File: src/design/lpht_pkg.sv
// Package for the linear-probe hash table core.
// Field widths, status and operation codes, sequencer state type.
// No dependencies.
package lpht_pkg;

	localparam int KEY_W  = 31;
	localparam int STAT_W = 2;
	localparam int SLOT_W = 4;

	localparam logic OP_INSERT = 1'b0;
	localparam logic OP_SEARCH = 1'b1;

	localparam logic [STAT_W-1:0] STAT_INSERTED = 2'd0;
	localparam logic [STAT_W-1:0] STAT_FULL     = 2'd1;
	localparam logic [STAT_W-1:0] STAT_FOUND    = 2'd2;
	localparam logic [STAT_W-1:0] STAT_MISSING  = 2'd3;

	typedef enum logic [3:0] {
		ST_CLEAR = 4'b0001,
		ST_IDLE  = 4'b0010,
		ST_MOD   = 4'b0100,
		ST_PROBE = 4'b1000
	} state_t;

endpackage

File: src/design/lpht_if.sv
// Valid/ready channel interfaces for request and response.
// Depends on lpht_pkg for field widths.
interface lpht_in_if;
	logic                       valid;
	logic                       ready;
	logic                       op;
	logic [lpht_pkg::KEY_W-1:0] key;

	modport source (output valid, output op, output key, input ready);
	modport sink   (input valid, input op, input key, output ready);
endinterface

interface lpht_out_if;
	logic                        valid;
	logic                        ready;
	logic [lpht_pkg::STAT_W-1:0] status;
	logic [lpht_pkg::KEY_W-1:0]  key_out;
	logic [lpht_pkg::SLOT_W-1:0] slot;

	modport source (output valid, output status, output key_out, output slot, input ready);
	modport sink   (input valid, input status, input key_out, input slot, output ready);
endinterface

File: src/design/lpht_mod.sv
// Key modulo TABLE_SIZE by reciprocal multiplication, two registered steps.
// Standalone; parameters passed down from the core.
module lpht_mod #(
	parameter int KEY_BITS   = 31,
	parameter int TABLE_SIZE = 16
) (
	input  logic                          clk,
	input  logic                          arst_n,
	input  logic                          start,
	input  logic [KEY_BITS-1:0]           key,
	output logic                          done,
	output logic [$clog2(TABLE_SIZE)-1:0] rem
);
	localparam int IDX_W = $clog2(TABLE_SIZE);
	localparam int SHIFT = KEY_BITS + IDX_W;
	localparam int P_W   = 2 * KEY_BITS + 2;
	// ceil(2^SHIFT / TABLE_SIZE): exact quotient for every KEY_BITS-bit key
	localparam longint unsigned RECIP =
		((64'd1 << SHIFT) + 64'(TABLE_SIZE) - 64'd1) / 64'(TABLE_SIZE);
	localparam logic [P_W-1:0]   RECIP_P = P_W'(RECIP);
	localparam logic [IDX_W-1:0] TS_LO   = IDX_W'(TABLE_SIZE);

	logic [KEY_BITS-1:0] key_s1;
	logic                vld_s1;
	logic [IDX_W-1:0]    quo_s2;
	logic                vld_s2;
	logic [P_W-1:0]      prod;
	logic [IDX_W-1:0]    quo_nx;
	logic [IDX_W-1:0]    qt;

	always_comb begin
		prod   = P_W'(key_s1) * RECIP_P;
		quo_nx = IDX_W'(prod >> SHIFT);
		// remainder is below TABLE_SIZE, so the low index bits are enough
		qt     = quo_s2 * TS_LO;
		rem    = IDX_W'(key_s1) - qt;
		done   = vld_s2;
	end

	always_ff @(posedge clk or negedge arst_n) begin
		if (!arst_n) begin
			vld_s1 <= 1'b0;
			vld_s2 <= 1'b0;
		end else begin
			vld_s1 <= start;
			vld_s2 <= vld_s1;
		end
	end

	always_ff @(posedge clk) begin
		if (start) begin
			key_s1 <= key;
		end
		if (vld_s1) begin
			quo_s2 <= quo_nx;
		end
	end

endmodule

File: src/design/linear_probe_hash_table_core.sv
// Linear-probe hash table core: insert / search of keys, one request at a time.
// The home slot comes from the reciprocal multiply in lpht_mod, then slots are probed in
// turn from it (1 to TABLE_SIZE of them) until an empty slot, a match or a full lap.
// A new request is taken once probing of the last one ends; a waiting response stalls probing.
// Reset: asynchronous; a clearing pass over every slot empties the valid store.
// Depends on lpht_pkg, lpht_if, lpht_mod.
module linear_probe_hash_table_core #(
	parameter int TABLE_SIZE = 16,
	parameter int KEY_BITS   = 31
) (
	input  logic clk,
	input  logic arst_n,
	lpht_in_if.sink    req,
	lpht_out_if.source rsp
);
	localparam int IDX_W = $clog2(TABLE_SIZE);
	localparam int DIV_W = (KEY_BITS < lpht_pkg::KEY_W) ? KEY_BITS : lpht_pkg::KEY_W;
	localparam logic [IDX_W-1:0] LAST = IDX_W'(TABLE_SIZE - 1);

	lpht_pkg::state_t state_q;

	logic                  op_q;
	logic [KEY_BITS-1:0]   k_q;
	logic [IDX_W-1:0]      cur_q;
	logic [IDX_W-1:0]      cnt_q;
	logic [IDX_W-1:0]      clr_q;
	logic [IDX_W-1:0]      rd_addr;
	logic [IDX_W-1:0]      nxt;
	logic [KEY_BITS-1:0]   rd_key_q;
	logic                  rd_vld_q;

	logic [KEY_BITS-1:0]   key_mem [TABLE_SIZE];
	logic                  vld_mem [TABLE_SIZE];

	logic [KEY_BITS+lpht_pkg::KEY_W-1:0] key_ext;
	logic [KEY_BITS+lpht_pkg::KEY_W-1:0] kout_ext;
	logic [IDX_W+lpht_pkg::SLOT_W-1:0]   slot_ext;
	logic [KEY_BITS-1:0]   k_in;

	logic                  accept;
	logic                  hold;
	logic                  probing;
	logic                  found;
	logic                  lap;
	logic                  finish;
	logic                  ins_we;
	logic                  vld_we;
	logic [IDX_W-1:0]      vld_wa;
	logic                  vld_wd;
	logic [lpht_pkg::STAT_W-1:0] stat_nx;
	logic                  keep;

	logic                  mod_done;
	logic [IDX_W-1:0]      mod_rem;

	logic                        out_vld_q;
	logic [lpht_pkg::STAT_W-1:0] out_stat_q;
	logic [lpht_pkg::KEY_W-1:0]  out_key_q;
	logic [lpht_pkg::SLOT_W-1:0] out_slot_q;

	lpht_mod #(
		.KEY_BITS   (DIV_W),
		.TABLE_SIZE (TABLE_SIZE)
	) u_mod (
		.clk    (clk),
		.arst_n (arst_n),
		.start  (accept),
		.key    (k_in[DIV_W-1:0]),
		.done   (mod_done),
		.rem    (mod_rem)
	);

	always_comb begin
		key_ext  = {{KEY_BITS{1'b0}}, req.key};
		k_in     = key_ext[KEY_BITS-1:0];
		req.ready = (state_q == lpht_pkg::ST_IDLE);
		accept   = req.valid && req.ready;
		hold     = out_vld_q && !rsp.ready;
		probing  = (state_q == lpht_pkg::ST_PROBE) && !hold;
		nxt      = (cur_q == LAST) ? '0 : cur_q + IDX_W'(1);
		found    = (op_q == lpht_pkg::OP_SEARCH) && rd_vld_q && (rd_key_q == k_q);
		lap      = (cnt_q == LAST);
		finish   = probing && (!rd_vld_q || found || lap);
		ins_we   = probing && (op_q == lpht_pkg::OP_INSERT) && !rd_vld_q;
		vld_we   = (state_q == lpht_pkg::ST_CLEAR) || ins_we;
		vld_wa   = (state_q == lpht_pkg::ST_CLEAR) ? clr_q : cur_q;
		vld_wd   = (state_q != lpht_pkg::ST_CLEAR);

		if (op_q == lpht_pkg::OP_INSERT) begin
			stat_nx = rd_vld_q ? lpht_pkg::STAT_FULL : lpht_pkg::STAT_INSERTED;
		end else begin
			stat_nx = found ? lpht_pkg::STAT_FOUND : lpht_pkg::STAT_MISSING;
		end
		keep = (stat_nx == lpht_pkg::STAT_INSERTED) || (stat_nx == lpht_pkg::STAT_FOUND);

		kout_ext = {{lpht_pkg::KEY_W{1'b0}}, k_q};
		slot_ext = {{lpht_pkg::SLOT_W{1'b0}}, cur_q};

		case (state_q)
			lpht_pkg::ST_MOD:   rd_addr = mod_rem;
			lpht_pkg::ST_PROBE: rd_addr = hold ? cur_q : nxt;
			default:            rd_addr = cur_q;
		endcase
	end

	// slot memories: one write and one registered read per cycle
	always_ff @(posedge clk) begin
		if (ins_we) begin
			key_mem[cur_q] <= k_q;
		end
		if (vld_we) begin
			vld_mem[vld_wa] <= vld_wd;
		end
		rd_key_q <= key_mem[rd_addr];
		rd_vld_q <= vld_mem[rd_addr];
	end

	always_ff @(posedge clk or negedge arst_n) begin
		if (!arst_n) begin
			state_q   <= lpht_pkg::ST_CLEAR;
			clr_q     <= '0;
			cnt_q     <= '0;
			out_vld_q <= 1'b0;
		end else begin
			case (state_q)
				lpht_pkg::ST_CLEAR: begin
					clr_q <= clr_q + IDX_W'(1);
					if (clr_q == LAST) begin
						state_q <= lpht_pkg::ST_IDLE;
					end
				end
				lpht_pkg::ST_IDLE: begin
					if (accept) begin
						state_q <= lpht_pkg::ST_MOD;
					end
				end
				lpht_pkg::ST_MOD: begin
					if (mod_done) begin
						cnt_q   <= '0;
						state_q <= lpht_pkg::ST_PROBE;
					end
				end
				lpht_pkg::ST_PROBE: begin
					if (finish) begin
						state_q <= lpht_pkg::ST_IDLE;
					end else if (probing) begin
						cnt_q <= cnt_q + IDX_W'(1);
					end
				end
				default: state_q <= lpht_pkg::ST_CLEAR;
			endcase

			if (finish) begin
				out_vld_q <= 1'b1;
			end else if (rsp.ready) begin
				out_vld_q <= 1'b0;
			end
		end
	end

	always_ff @(posedge clk) begin
		if (accept) begin
			op_q <= req.op;
			k_q  <= k_in;
		end
		if ((state_q == lpht_pkg::ST_MOD) && mod_done) begin
			cur_q <= mod_rem;
		end else if (probing && !finish) begin
			cur_q <= nxt;
		end
		if (finish) begin
			out_stat_q <= stat_nx;
			out_key_q  <= keep ? kout_ext[lpht_pkg::KEY_W-1:0] : '0;
			out_slot_q <= keep ? slot_ext[lpht_pkg::SLOT_W-1:0] : '0;
		end
	end

	assign rsp.valid   = out_vld_q;
	assign rsp.status  = out_stat_q;
	assign rsp.key_out = out_key_q;
	assign rsp.slot    = out_slot_q;

	a_busy_not_ready: assert property (@(posedge clk) disable iff (!arst_n)
		(state_q != lpht_pkg::ST_IDLE) |-> !req.ready)
		else $error("request taken while busy");

	a_mod_done_in_mod: assert property (@(posedge clk) disable iff (!arst_n)
		mod_done |-> (state_q == lpht_pkg::ST_MOD))
		else $error("modulo unit finished outside its state");

	a_accept_to_mod: assert property (@(posedge clk) disable iff (!arst_n)
		accept |=> (state_q == lpht_pkg::ST_MOD))
		else $error("accepted request did not start modulo");

	a_miss_zero: assert property (@(posedge clk) disable iff (!arst_n)
		(rsp.valid && (rsp.status == lpht_pkg::STAT_FULL ||
			rsp.status == lpht_pkg::STAT_MISSING)) |-> (rsp.key_out == '0 && rsp.slot == '0))
		else $error("miss or full response carries nonzero fields");

endmodule

File: src/flat_wrapper.sv
// flat-port wrapper written by rule: the top's interface ports become plain ports
module linear_probe_hash_table_core_flat 
#(
	parameter int TABLE_SIZE = 16,
	parameter int KEY_BITS   = 31
)
  (clk, arst_n, req_valid, req_op, req_key, req_ready, rsp_valid, rsp_status, rsp_key_out, rsp_slot, rsp_ready);
  lpht_in_if req_i ();
  lpht_out_if rsp_i ();
  input  logic clk;
  input  logic arst_n;
  input wire logic [$bits(req_i.valid)-1:0] req_valid;
  input wire logic [$bits(req_i.op)-1:0] req_op;
  input wire logic [$bits(req_i.key)-1:0] req_key;
  output wire logic [$bits(req_i.ready)-1:0] req_ready;
  output wire logic [$bits(rsp_i.valid)-1:0] rsp_valid;
  output wire logic [$bits(rsp_i.status)-1:0] rsp_status;
  output wire logic [$bits(rsp_i.key_out)-1:0] rsp_key_out;
  output wire logic [$bits(rsp_i.slot)-1:0] rsp_slot;
  input wire logic [$bits(rsp_i.ready)-1:0] rsp_ready;
  assign req_i.valid = req_valid;
  assign req_i.op = req_op;
  assign req_i.key = req_key;
  assign req_ready = req_i.ready;
  assign rsp_valid = rsp_i.valid;
  assign rsp_status = rsp_i.status;
  assign rsp_key_out = rsp_i.key_out;
  assign rsp_slot = rsp_i.slot;
  assign rsp_i.ready = rsp_ready;
  linear_probe_hash_table_core #(.TABLE_SIZE(TABLE_SIZE), .KEY_BITS(KEY_BITS)) u_core (.clk(clk), .arst_n(arst_n), .req(req_i), .rsp(rsp_i));
endmodule
File: config.mk
export PLATFORM = sky130hd
export DESIGN_NAME = linear_probe_hash_table_core_flat
export DESIGN_NICKNAME = d
export VERILOG_FILES = /design/src/design/lpht_pkg.sv /design/src/design/lpht_if.sv /design/src/design/lpht_mod.sv /design/src/design/linear_probe_hash_table_core.sv /design/src/flat_wrapper.sv
export SDC_FILE = /design/constraint.sdc
export NUM_CORES = 1
export LEC_CHECK = 0
export ABC_AREA = 0
export ABC_CLOCK_PERIOD_IN_PS = 7600
export BUFFER_PORTS_ARGS = -buffer_cell sky130_fd_sc_hd__clkbuf_2
export CORE_ASPECT_RATIO = 0.9
export CORE_UTILIZATION = 30
export CTS_CLUSTER_DIAMETER = 30
export DETAILED_ROUTE_END_ITERATION = 12
export PLACE_DENSITY = 0.51
export SLEW_MARGIN = 5
export SYNTH_ARGS = -nofsm -noshare
export SYNTH_HDL_FRONTEND = slang
export SYNTH_SLANG_ARGS = --single-unit
File: constraint.sdc
create_clock -name clk -period 7.6 [get_ports clk]
set_input_delay 0.38 -clock clk [delete_from_list [all_inputs] [get_ports clk]]
set_output_delay 0.38 -clock clk [all_outputs]
set_load 0.005 [all_outputs]
==> metrics.txt <==
routed via count=approximately 16,000; CP Data Required Time=about 8.2 ns; max-slew violations=0; clk_lat worst skew=~0.7 ns; Leak Pwr=10.4 nW; clock buffer count from CTS=119; flop-to-flop setup slack=between 2 and 3 ns; period utilisation layout=between 60 and 70%; router iterations before antenna repair=5; Yosys top cell by area=edfxtp_1; worst hold start=req_valid; initial antenna violation count=3; Max Buffers Root-to-Sink=3; Root Buffer=clkbuf_16; power density over cell area=approximately 300 mW/mm²; Netlist cell types=48; RSZ-0062 raised after global routing=false; Worst setup EP type=flip-flop; CTS resizes=0; Vias per Instance=5.23; synthesized area per cell=about 14 µm²; GRT Residual Overflow=0; CTS tree=built; Setup violations, final=0; Max Clk Rate=between 200 and 250 MHz; status=complete, no violations; Synth Register Bits=~630; crit path max fanout=161; main flop type after synthesis=edfxtp_1; worst reg-to-reg path cell count=9; I/O Buffers=74; largest cells by area after synthesis=edfxtp_1 (70%), a32oi_1 (3.5%), nand3_1 (3.3%); mapped cell area=around 0.025 mm²; Nets=1,915; CP max stage cell=nand2_4; sequential share of the synthesized area=about three quarters; area of the core=0.0827 mm²; area growth from synthesis to layout=25.2%; cell count after synthesis=roughly 1,700; Net Count, Synth=about 1,800; total negative slack=0 ns; Tmin final=around 4.8 ns; drt total wl=72.9 mm; # diodes=0; FILL cells=7,722; max cap viols=0; I/O pin cnt=75; CP Cell Sequence=ha_1 -> a31oi_1 -> a32oi_4 -> buf_12 -> nand2_4 -> buf_4 -> nand2_1 -> a32o_1 -> o211ai_1; Worst Hold Depth=3; critical path class=flip-flop to flip-flop; Worst Path Arrival=between 5 and 6 ns; Hold Slack=about 0.033 ns; number of global-route vias before repair=approximately 16,000; Hold WC Path Type=input port to flip-flop; first-pass GRT wire length=108 mm; slowest stage delay, CP=slightly below 1 ns; Slew HR=between 10% and 20%; Setup Buffers After CTS=0; routed len/inst=23.5 µm; skew final=about 0.027 ns; Routed Antenna Nets=0; post-DP HPWL=36.1 mm; row count=100; Critical Path Source Type=flip-flop; final hold vios=0; DR DRC count=0; DIE HEIGHT=276 µm; Synth async-reset ratio=2.37%; synth warn=0; Chip Width=307 µm; Worst-Margin Slew=roughly 1.2 ns; gpl congestion=between 0.7 and 0.8; VDD IR max=around 0.18 mV; htree depth=3; initial core utilization=between 30% and 40%; post-synth top area share=around 70%; number of hold buffers added after CTS=33; largest net degree at the start of global routing=around 160; clk sink count=~630; Worst Hold Path EP=u_core.state_q[1]; share of post-route cells with drive strength above 1=between 10% and 20%; drt initial violations=around 1,600; FF-to-FF Start=u_core.cur_q[0]; clk slew on worst S/H paths=~0.050 ns; Post-synth EDFFs=between 500 and 600; Tot GR Track Use=17.0%; CP startpoint=u_core.cur_q[0]; Worst R2R End=u_core.rd_key_q[3]; Die Area=roughly 0.085 mm²
[cell families (layout without fill, tap and decap cells)]
family | count (synthesis) | in the layout | share of synthesized area, %
flops | 632 | 632 | 74.1
simple gates | 459 | 459 | 8.88
compound gates | 456 | 456 | 12.7
buf+inv | 151 | 386 | 2.66
xor+xnor | 35 | 35 | 1.22
fa+ha+maj | 6 | 6 | 0.299
mux | 4 | 4 | 0.170
[sequential cells by signal (all words and copies together), names as in the netlist, 2 cells and up]
| name | flops |
|---|---|
| u_core.cnt_q | 4 |
| u_core.rd_key_q | 31 |
| u_core.clr_q | 4 |
| u_core.vld_mem | 16 |
| u_core.state_q | 4 |
| u_core.k_q | 31 |
| u_core.key_mem | 496 |
| u_core.cur_q | 4 |
| u_core.rsp.status | 2 |
| u_core.rsp.slot | 4 |
| u_core.rsp.key_out | 31 |
[report_power, final]
group          switching, W  leakage (nW)  internal, W  total (W)
Sequential        0.0000360          5.73      0.00382    0.00385
Combinational      0.000119          2.66    0.0000698   0.000188
Clock               0.00183          2.05      0.00365    0.00548
Total               0.00198          10.4      0.00754    0.00952
[critical path: cells and delay by family (launching register included)]
kind	cells	cell delay, ns
AOI/OAI and AO/OA	4	1.20
and+or+nand+nor	2	1.10
buffers and inverters	2	0.97
DFF	1	0.57
adders and majority gates	1	0.36
[stage by stage]
| step | area (µm²) | setup slack (ns) | util, % | std cells | power (W) |
|---|---|---|---|---|---|
| 5_1_grt | 31400 | 3.00 | 38.0 | 3100 | 0.00980 |
| 6_report | 31400 | 2.84 | 38.0 | 3100 | 0.00952 |
| 2_1_floorplan | 25100 | 3.32 | - | 1743 | 0.00403 |
| 4_1_cts | 31400 | 3.29 | 38.0 | 3100 | 0.00961 |
| 3_5_place_dp | 26800 | 3.29 | 32.4 | 2841 | 0.00409 |
| 3_3_place_gp | 26800 | 3.37 | 32.4 | 2841 | 0.00409 |
[how the worst max path moves through the flow]
stage	to	slack (ns)
after CTS	u_core.rd_key_q[11]	3.29
after global routing	u_core.rd_key_q[12]	3.00
after floorplan	u_core.key_mem[0][0]	3.32
final	u_core.rd_key_q[3]	2.84
after global placement	u_core.rd_key_q[11]	3.37
after detailed placement	u_core.rd_key_q[11]	3.29
[Yosys cell counts, types with 2 or more instances]
master,instances
a211oi_1,33
edfxtp_1,585
dfrtp_1,14
a32oi_1,99
o211ai_1,36
nor2b_1,3
clkbuf_1,93
or4b_1,2
nor4b_1,2
ha_1,6
o21ai_0,134
and3_1,33
mux2_2,2
nand4_1,2
buf_2,42
nor4b_4,2
nor2_1,43
xor2_1,32
inv_1,8
nor4_1,10
a31oi_1,6
nand2b_1,3
nor3_1,8
buf_6,5
o31ai_1,2
a211o_1,32
a21oi_1,71
dfxtp_1,32
xnor2_1,3
buf_4,3
mux2i_1,2
nand3_1,164
a32o_1,34
and2_1,35
nand2_1,149
[final cells by class]
class / count / area, µm² / share of cell area, %
Sequential cell: 632 / 18600 / 59.2
Inverter: 8 / 30.0 / 0.0956
Clock inverter: 79 / 1040 / 3.31
Clock buffer: 147 / 3210 / 10.2
Timing Repair Buffer: 152 / 1060 / 3.39
Multi-Input combinational cell: 960 / 6080 / 19.4
Tap cell: 1122 / 1400 / 4.47
[cell usage in the layout, fill, tap and decap left out, types with 6 or more instances in the layout]
master | synthesis | layout
edfxtp_1 | 585 | 585
nand3_1 | 164 | 164
nand2_1 | 149 | 145
o21ai_0 | 134 | 134
clkbuf_16 | 0 | 121
a32oi_1 | 99 | 97
clkbuf_2 | 0 | 74
a21oi_1 | 71 | 71
buf_4 | 3 | 43
o211ai_1 | 36 | 36
and2_1 | 35 | 33
a32o_1 | 34 | 33
and3_1 | 33 | 33
dlygate4sd3_1 | 0 | 33
xor2_1 | 32 | 32
a211oi_1 | 33 | 32
a211o_1 | 32 | 32
dfxtp_1 | 32 | 32
nor2_1 | 43 | 28
bufinv_16 | 0 | 19
clkbuf_1 | 93 | 18
clkinv_2 | 0 | 17
nor2_4 | 0 | 16
dfrtp_1 | 14 | 14
clkinv_4 | 0 | 13
nor4_1 | 10 | 10
clkinvlp_4 | 0 | 10
inv_1 | 8 | 8
clkbuf_8 | 0 | 8
inv_6 | 0 | 7
clkinv_1 | 0 | 7
a31oi_1 | 6 | 6
ha_1 | 6 | 6
[metal layers]
metal  track usage [%]  routed length (µm)  vias up
met2              24.8               31900      663
met1              24.4               33200     8230
met5                 0                   0        -
li1                  -                   -     7165
met4              6.08                2090        0
met3              4.35                5740      143
Power figures use the tool's default switching activity.
